File: src/rtl/tmcrd_pkg.sv
`default_nettype none
package tmcrd_pkg;

    // item kinds on the request channel
    localparam logic [1:0] KIND_BUS    = 2'd0;
    localparam logic [1:0] KIND_TICK   = 2'd1;
    localparam logic [1:0] KIND_PERIOD = 2'd2;

    // bus codes
    localparam logic [3:0] CODE_DIR_LAST   = 4'd7;
    localparam logic [3:0] CODE_SPEED_LAST = 4'd11;
    localparam logic [3:0] CODE_QUERY      = 4'd12;

    // result kinds
    localparam logic RESULT_DRIVE = 1'b0;
    localparam logic RESULT_QUERY = 1'b1;

    // configuration register indexes
    localparam logic CFG_MAX_DUTY = 1'b0;
    localparam logic CFG_MIN_DUTY = 1'b1;

    localparam logic [15:0] MAX_DUTY_RESET = 16'hFFFF;
    localparam logic [15:0] MIN_DUTY_RESET = 16'h0000;
    localparam logic [15:0] MID_DUTY       = 16'h7FFF;
    localparam logic [15:0] RAMP_STEP      = 16'd327;
    localparam logic [16:0] NEAR_BAND      = 17'd255;
    localparam logic [1:0]  DIVIDE_LAST    = 2'd2;
    localparam logic [6:0]  PERCENT        = 7'd100;
    localparam logic [13:0] PERCENT_CAP    = 14'd9999;

    // duty * 100 fits in 23 bits; the divider runs one quotient bit per cycle
    localparam int QUO_W = 23;
    localparam int CNT_W = 5;
    localparam logic [CNT_W-1:0] DIV_STEPS_M1 = CNT_W'(QUO_W - 1);

    typedef struct packed {
        logic [1:0] command;
        logic [3:0] bus_code;
    } t_req;

    typedef struct packed {
        logic        result_kind;
        logic        motor_a_pin;
        logic [15:0] motor_a_compare;
        logic        motor_b_pin;
        logic [15:0] motor_b_compare;
        logic [13:0] speed_percent;
    } t_rsp;

    // controller to datapath
    typedef struct packed {
        logic       bus_we;
        logic [3:0] bus_code;
        logic       div_inc;
        logic       ramp_up;
        logic       ramp_down;
        logic       div_start;
        logic       div_step;
        logic       out_load;
        logic       out_query;
    } t_cmd;

    // datapath to controller
    typedef struct packed {
        logic running;
        logic tick_below_last;
        logic div_last;
        logic out_free;
    } t_stat;

endpackage
`default_nettype wire

File: src/rtl/tmcrd_ctrl.sv
`default_nettype none
module tmcrd_ctrl
    import tmcrd_pkg::*;
(
    input  wire logic  i_clk,
    input  wire logic  i_rst_n,
    input  wire logic  i_valid,
    output logic       o_stall,
    input  wire t_req  i_req,
    input  wire t_stat i_stat,
    output t_cmd       o_cmd
);

    typedef enum logic [2:0] {
        S_IDLE,
        S_EXEC,
        S_DOWN,
        S_DIV,
        S_PUT
    } t_state;

    t_state     r_state, n_state;
    t_req       r_item;
    logic       r_query, n_query;

    assign o_stall = (r_state != S_IDLE);

    // decode the held request and sequence the datapath
    always_comb begin
        n_state = r_state;
        n_query = r_query;
        o_cmd   = '0;
        o_cmd.bus_code = r_item.bus_code;
        case (r_state)
            S_IDLE: begin
                if (i_valid) begin
                    n_state = S_EXEC;
                end
            end
            S_EXEC: begin
                n_state = S_IDLE;
                case (r_item.command)
                    KIND_BUS: begin
                        if (r_item.bus_code == CODE_QUERY) begin
                            o_cmd.div_start = 1'b1;
                            n_query = 1'b1;
                            n_state = S_DIV;
                        end else if (r_item.bus_code <= CODE_SPEED_LAST) begin
                            o_cmd.bus_we = 1'b1;
                        end
                    end
                    KIND_TICK: begin
                        if (i_stat.running) begin
                            if (i_stat.tick_below_last) begin
                                o_cmd.div_inc = 1'b1;
                            end else begin
                                o_cmd.ramp_up = 1'b1;
                                n_state = S_DOWN;
                            end
                        end
                    end
                    KIND_PERIOD: begin
                        n_query = 1'b0;
                        n_state = S_PUT;
                    end
                    default: begin
                        n_state = S_IDLE;
                    end
                endcase
            end
            S_DOWN: begin
                o_cmd.ramp_down = 1'b1;
                n_state = S_IDLE;
            end
            S_DIV: begin
                o_cmd.div_step = 1'b1;
                if (i_stat.div_last) begin
                    n_state = S_PUT;
                end
            end
            S_PUT: begin
                if (i_stat.out_free) begin
                    o_cmd.out_load  = 1'b1;
                    o_cmd.out_query = r_query;
                    n_state = S_IDLE;
                end
            end
            default: begin
                n_state = S_IDLE;
            end
        endcase
    end

    // hold state and the accepted request
    always_ff @(posedge i_clk) begin
        if (!i_rst_n) begin
            r_state <= S_IDLE;
            r_query <= 1'b0;
        end else begin
            r_state <= n_state;
            r_query <= n_query;
        end
        if (r_state == S_IDLE && i_valid) begin
            r_item <= i_req;
        end
    end

endmodule
`default_nettype wire

File: src/rtl/tmcrd_dp.sv
`default_nettype none
module tmcrd_dp
    import tmcrd_pkg::*;
(
    input  wire logic        i_clk,
    input  wire logic        i_rst_n,
    input  wire logic        i_cfg_we,
    input  wire logic        i_cfg_idx,
    input  wire logic [15:0] i_cfg_data,
    input  wire t_cmd        i_cmd,
    output t_stat            o_stat,
    output logic             o_valid,
    input  wire logic        i_stall,
    output t_rsp             o_rsp
);

    logic [15:0]      r_max_duty, r_min_duty;
    logic [3:0]       r_dir;
    logic [1:0]       r_speed;
    logic             r_running;
    logic [1:0]       r_tick;
    logic [15:0]      r_duty;
    logic [15:0]      r_rem;
    logic [QUO_W-1:0] r_quo;
    logic [CNT_W-1:0] r_cnt;
    t_rsp             r_out;
    logic             r_out_valid;

    logic [16:0]      rem_shift;
    logic             quo_bit;
    logic [15:0]      duty_up, duty_down, drive_d, fwd_cmp;
    logic [13:0]      pct;
    t_rsp             n_out;

    assign o_stat.running         = r_running;
    assign o_stat.tick_below_last = (r_tick < DIVIDE_LAST);
    assign o_stat.div_last        = (r_cnt == '0);
    assign o_stat.out_free        = !r_out_valid || !i_stall;
    assign o_valid = r_out_valid;
    assign o_rsp   = r_out;

    // ramp steps with saturation near the limits
    always_comb begin
        duty_up = r_duty;
        if (r_speed[0]) begin
            if ({1'b0, r_duty} + NEAR_BAND < {1'b0, r_max_duty}) begin
                duty_up = r_duty + RAMP_STEP;
            end else begin
                duty_up = r_max_duty;
            end
        end
        duty_down = r_duty;
        if (r_speed[1]) begin
            if ({1'b0, r_duty} > {1'b0, r_min_duty} + NEAR_BAND) begin
                duty_down = r_duty - RAMP_STEP;
            end else begin
                duty_down = r_min_duty;
            end
        end
    end

    // one restoring divide step
    assign rem_shift = {r_rem, r_quo[QUO_W-1]};
    assign quo_bit   = (rem_shift >= {1'b0, r_max_duty});

    // build the result
    always_comb begin
        drive_d = (r_duty > r_max_duty) ? MID_DUTY : r_duty;
        fwd_cmp = r_max_duty - drive_d;
        pct = (r_quo > QUO_W'(PERCENT_CAP)) ? PERCENT_CAP : r_quo[13:0];
        n_out = '0;
        if (i_cmd.out_query) begin
            n_out.result_kind   = RESULT_QUERY;
            n_out.speed_percent = pct;
        end else begin
            n_out.result_kind = RESULT_DRIVE;
            // left/right motor: right is forward and wins
            if (r_dir[3]) begin
                n_out.motor_a_pin     = 1'b1;
                n_out.motor_a_compare = fwd_cmp;
            end else if (r_dir[2]) begin
                n_out.motor_a_compare = drive_d;
            end
            // up/down motor: down is backward and wins
            if (r_dir[1]) begin
                n_out.motor_b_compare = drive_d;
            end else if (r_dir[0]) begin
                n_out.motor_b_pin     = 1'b1;
                n_out.motor_b_compare = fwd_cmp;
            end
        end
    end

    // control state, configuration and output valid
    always_ff @(posedge i_clk) begin
        if (!i_rst_n) begin
            r_max_duty  <= MAX_DUTY_RESET;
            r_min_duty  <= MIN_DUTY_RESET;
            r_dir       <= '0;
            r_speed     <= '0;
            r_running   <= 1'b0;
            r_tick      <= '0;
            r_duty      <= MID_DUTY;
            r_cnt       <= '0;
            r_out_valid <= 1'b0;
        end else begin
            if (i_cfg_we) begin
                if (i_cfg_idx == CFG_MAX_DUTY) begin
                    r_max_duty <= i_cfg_data;
                end else begin
                    r_min_duty <= i_cfg_data;
                end
            end
            // press or release a direction or speed bit
            if (i_cmd.bus_we) begin
                if (i_cmd.bus_code <= CODE_DIR_LAST) begin
                    r_dir[i_cmd.bus_code[2:1]] <= !i_cmd.bus_code[0];
                end else begin
                    r_speed[i_cmd.bus_code[1]] <= !i_cmd.bus_code[0];
                    r_running <= !i_cmd.bus_code[0];
                end
            end
            if (i_cmd.div_inc) begin
                r_tick <= r_tick + 2'd1;
            end
            if (i_cmd.ramp_up) begin
                r_duty <= duty_up;
            end
            if (i_cmd.ramp_down) begin
                r_duty <= duty_down;
                r_tick <= '0;
            end
            if (i_cmd.div_start) begin
                r_cnt <= DIV_STEPS_M1;
            end else if (i_cmd.div_step && r_cnt != '0) begin
                r_cnt <= r_cnt - CNT_W'(1);
            end
            if (i_cmd.out_load) begin
                r_out_valid <= 1'b1;
            end else if (!i_stall) begin
                r_out_valid <= 1'b0;
            end
        end
    end

    // divider and output payload
    always_ff @(posedge i_clk) begin
        if (i_cmd.div_start) begin
            r_rem <= '0;
            r_quo <= QUO_W'(r_duty) * QUO_W'(PERCENT);
        end else if (i_cmd.div_step) begin
            r_rem <= quo_bit ? 16'(rem_shift - {1'b0, r_max_duty}) : rem_shift[15:0];
            r_quo <= {r_quo[QUO_W-2:0], quo_bit};
        end
        if (i_cmd.out_load) begin
            r_out <= n_out;
        end
    end

endmodule
`default_nettype wire

File: src/rtl/two_motor_command_ramp_drive.sv
// Channel    Direction  Handshake          Payload
// request    in         i_valid / o_stall  i_req (t_req: command, bus_code)
// result     out        o_valid / i_stall  o_rsp (t_rsp: drive update or speed reply)
// config     in         i_cfg_we           i_cfg_idx, i_cfg_data
//
// Each request passes idle and an execute state; a ramping tick adds a ramp-down
// state, a period end a put state, and a speed query the serial divider and put state.
// The divider, one quotient bit per cycle, sets the query time.
// Reset is synchronous, active low; duty restarts at mid scale, limits at reset values.
// A full, stalled result register holds a finished result back; requests that
// give no result keep flowing.
`default_nettype none
module two_motor_command_ramp_drive
    import tmcrd_pkg::*;
(
    input  wire logic        i_clk,
    input  wire logic        i_rst_n,
    input  wire logic        i_valid,
    output logic             o_stall,
    input  wire t_req        i_req,
    output logic             o_valid,
    input  wire logic        i_stall,
    output t_rsp             o_rsp,
    input  wire logic        i_cfg_we,
    input  wire logic        i_cfg_idx,
    input  wire logic [15:0] i_cfg_data
);

    t_cmd  cmd;
    t_stat stat;

    tmcrd_ctrl u_ctrl (
        .i_clk   (i_clk),
        .i_rst_n (i_rst_n),
        .i_valid (i_valid),
        .o_stall (o_stall),
        .i_req   (i_req),
        .i_stat  (stat),
        .o_cmd   (cmd)
    );

    tmcrd_dp u_dp (
        .i_clk      (i_clk),
        .i_rst_n    (i_rst_n),
        .i_cfg_we   (i_cfg_we),
        .i_cfg_idx  (i_cfg_idx),
        .i_cfg_data (i_cfg_data),
        .i_cmd      (cmd),
        .o_stat     (stat),
        .o_valid    (o_valid),
        .i_stall    (i_stall),
        .o_rsp      (o_rsp)
    );

    // a result is only loaded into a free or draining output register
    a_load_free: assert property (@(posedge i_clk) disable iff (!i_rst_n)
        cmd.out_load |-> stat.out_free)
        else $error("result loaded over a held result");

    // a ramp-up step is always followed by its ramp-down half
    a_ramp_pair: assert property (@(posedge i_clk) disable iff (!i_rst_n)
        cmd.ramp_up |=> cmd.ramp_down)
        else $error("ramp step split");

    // the divider only runs while requests are held off
    a_div_busy: assert property (@(posedge i_clk) disable iff (!i_rst_n)
        cmd.div_step |-> o_stall)
        else $error("divide step while accepting requests");

endmodule
`default_nettype wire

File: config.mk
export PLATFORM = sky130hd
export DESIGN_NAME = two_motor_command_ramp_drive
export DESIGN_NICKNAME = d
export VERILOG_FILES = /design/src/rtl/tmcrd_pkg.sv /design/src/rtl/tmcrd_ctrl.sv /design/src/rtl/tmcrd_dp.sv /design/src/rtl/two_motor_command_ramp_drive.sv
export SDC_FILE = /design/constraint.sdc
export NUM_CORES = 1
export LEC_CHECK = 0
export BUFFER_PORTS_ARGS = -buffer_cell sky130_fd_sc_hd__buf_4
export CORE_MARGIN = 10
export CORE_UTILIZATION = 40
export CTS_CLUSTER_SIZE = 8
export DETAILED_ROUTE_END_ITERATION = 8
export HOLD_SLACK_MARGIN = 0.05
export SLEW_MARGIN = 15
export SYNTH_ARGS = -nofsm -noshare
export SYNTH_HDL_FRONTEND = slang
export SYNTH_HIERARCHICAL = 1
export SYNTH_SLANG_ARGS = --single-unit
File: constraint.sdc
create_clock -name i_clk -period 10.6 [get_ports i_clk]
set_input_delay 0.53 -clock i_clk [delete_from_list [all_inputs] [get_ports i_clk]]
set_output_delay 0.53 -clock i_clk [all_outputs]
set_load 0.03 [all_outputs]
==> metrics.cfg <==
[sta]
setup_tns_ns=0
holdWs_ns=0.257
setup-violations-final=0
fin_crit_ns=5.74
slew_headroom_pct=31.1
finalCritPeriodShare_pct=54.1
rsz0062_at_grt=no
slew_viol_final=0
hold_viol_final=0
skew_ns=0.0103
worst_slack_ns=4.86
worstMarginPinSlew_ns=1.03
fmax_mhz=174

[setup_path]
criticalPathCategory=reg -> reg
cp_num_buf_inv=3
slowest_stage=dfxtp_1
worstSetupStartpointType=register
crit_required_ns=10.78
reg2reg_from=u_dp/r_max_duty[9]$_SDFFE_PN1P_
end_kind=register
cp_slowest_stage_delay_ns=0.63
crit_arrival_ns=5.92
path_cells=inv_1, ha_1, a21oi_1, nor3_1, a2111o_1, o31a_4, nor2_1, inv_1, ha_1, inv_1, ha_1, a21oi_1, o21ai_0, nand2_1, a22o_1, a211oi_2, a41o_1, mux2i_1, o41ai_1, o32ai_1, o211ai_1
cp_max_fo=39
cp_top_family=compound AO/OA/AOI/OAI gates
crit_start=u_dp/r_max_duty[9]$_SDFFE_PN1P_

[clock_network]
cts_tree=yes
cts-resized-gates=0
postCtsSetupRepairBufs=0
cts.path.max_buffers=2
clkTransAtPathRegs_ns=0.07
clk_latency_ns=0.45
clockRootBuffer=clkbuf_16
clock_sinks=161
cts_max_level=4
cts_buffers=17
ctsHoldBuffers=0

[yosys]
synth-main-ff-cell=dfxtp_1
yosysWarningCount=6
async_flop_share_pct=0
synth_area_leaders=edfxtp_1, ha_1, dfxtp_1
ys_seq_elements=161
synth_top_cell_area_share_pct=17.7
syn_area_um2=12900
syn_inst=1473
yosysSeqAreaShare_pct=30.9
yosysUniqueCellTypes=94
synth_largest_area_cell=edfxtp_1
syn-num-nets=1666
syn_area_per_cell_um2=8.76
synth-edff-count=76

[global_routing]
overflow=0
grt_pass1_wl_um=61600
busiest_layer=met2
grtUsageMet3_pct=2.99
antenna_found_initial=0
grt_max_degree=52
gr-usage-met2_pct=30.4
grtUsageMet1_pct=28.5
track_usage_pct=20.0
grt_pass1_vias=10300

[place]
dp.cells=1896
portBuffers=78
gp_congestion=0.964
hpwl_um=30500
dp_worst_setup_slack_ns=4.97

[job]
cap_violations=0

[floorplan]
start_util_pct=40.7
dieArea_um2=39800
fp.coreArea_um2=31700
pin_count=79
die_y_um=200
die_w_um=200
fp-row-count=65

[routing]
first_pass_iters=6
vias=11000
vias_per_cell=5.72
drtIter0Drc=988
antenna_left=0
drc=0
drt-total-wl_um=39700
wl_per_cell_um=20.6

[finish]
insertedDiodeCount=0
fin_cells=1928
drive_gt1_share_pct=11.3
layout.nets=1706
fillCellCount=3131
areaGrowthSynthToFinish_pct=11.3

[power]
power_mw=1.70
p_leak_nw=6.12
irDropWorstVdd_mv=0.106
powerDensity_nw_per_um2=119

[run_status]
status=complete, no violations

[hold_path]
hold_start=i_req[5]
hp-class=in -> reg

-- power breakdown --
part | internal [mW] | switching, mW
logic | 0.127 | 0.211
clock network | 0.344 | 0.302
registers | 0.685 | 0.0334
total | 1.16 | 0.546
-- worst register-to-register path, cell delays in order, from the launching register on --
cell and delay, ns:
dfxtp_1 0.63, inv_1 0.31, ha_1 0.38, a21oi_1 0.17
nor3_1 0.07, a2111o_1 0.44, o31a_4 0.58, nor2_1 0.28
inv_1 0.10, ha_1 0.18, inv_1 0.05, ha_1 0.21
a21oi_1 0.07, o21ai_0 0.28, nand2_1 0.09, a22o_1 0.22
a211oi_2 0.35, a41o_1 0.34, mux2i_1 0.20, o41ai_1 0.08
o32ai_1 0.33, o211ai_1 0.13
-- area by class of cell --
class	count	area, um2	area share, %
Timing Repair Buffer	90	676	4.71
Inverter	117	439	3.06
Sequential cell	161	3980	27.7
Clock buffer	20	468	3.26
Multi-Input combinational cell	1126	8160	56.8
Tap cell	402	503	3.50
Clock inverter	12	131	0.915
-- cell usage after synthesis (all sizes together) (7+ instances only) --
master  number
a211oi      30
a21o        23
a21oi      105
a31oi       13
and2        15
and3         8
buf         18
clkbuf      51
dfxtp       85
edfxtp      76
fa          12
ha         153
inv        111
mux2         8
mux2i       26
nand2      153
nand2b       8
nand3       37
nand4       18
nor2       113
nor2b       20
nor3        36
nor4        11
o211ai      23
o21a         8
o21ai       74
o22ai       19
o31ai       11
or3          7
xnor2       75
xor2        24
-- state kept, by name, indices dropped and copies added (netlist names) --
name             flops
u_dp/o_rsp          49
u_dp/r_dir           4
u_dp/r_speed         2
u_ctrl/r_state       3
u_ctrl/r_query       1
u_dp/r_running       1
u_dp/r_rem          16
u_dp/o_valid         1
u_dp/r_tick          2
u_dp/r_max_duty     16
u_ctrl/r_item        2
u_dp/r_min_duty     16
u_ctrl/o_cmd         4
u_dp/r_duty         16
u_dp/r_cnt           5
u_dp/r_quo          23
-- layer usage --
layer	part of all wire (%)	up-vias
li1	-	5347
met1	48	5287
met2	44	359
met3	5.9	42
met4	2.1	0
met5	0	-
-- logic make-up (layout without fill, tap and decap cells) --
group	Yosys count	count (layout)	share of synthesized area [%]
AOI/OAI and AO/OA	370	370	19.2
xor gates and xnor gates	100	100	7.01
adders and majority gates	168	168	16.9
buffers and inverters	186	239	6.02
DFF	161	161	30.9
muxes	34	34	2.72
and+or+nand+nor	454	454	17.2
-- cells in the final DEF, fill, tap and decap left out, types with 19 or more instances in the layout --
cell type  count
a211oi_1      29
mux2i_1       26
o22ai_1       19
xnor2_1       73
nand3_1       35
buf_4         90
nor3_1        33
a21o_1        23
edfxtp_1      76
dfxtp_1       85
xor2_1        24
nand2_1      153
ha_1         153
o21ai_0       71
o211ai_1      23
inv_1        109
a21oi_1      100
nor2_1       110
nor2b_1       19
-- path summary, 6_finish.rpt --
kind | end | cells past startpoint | slack, ns
worst min-delay path | u_ctrl/r_item[5]$_DFFE_PP_ | 1 | 0.26
worst min register to register | u_dp/r_rem[15]$_SDFFE_PP0P_ | 2 | 0.48
worst max register to register | u_dp/o_rsp[24]$_SDFFCE_PP0P_ | 21 | 4.86
worst max-delay path | u_dp/o_rsp[24]$_SDFFCE_PP0P_ | 21 | 4.86
-- metrics by stage --
stage                     util [%]  cell area [um2]
after detailed placement      43.4            13800
after floorplan                  -            12900
after global placement        43.4            13800
final                         45.3            14400
after CTS                     45.3            14400
after global routing          45.3            14400
Note: power is estimated with default switching activity, not from simulation.
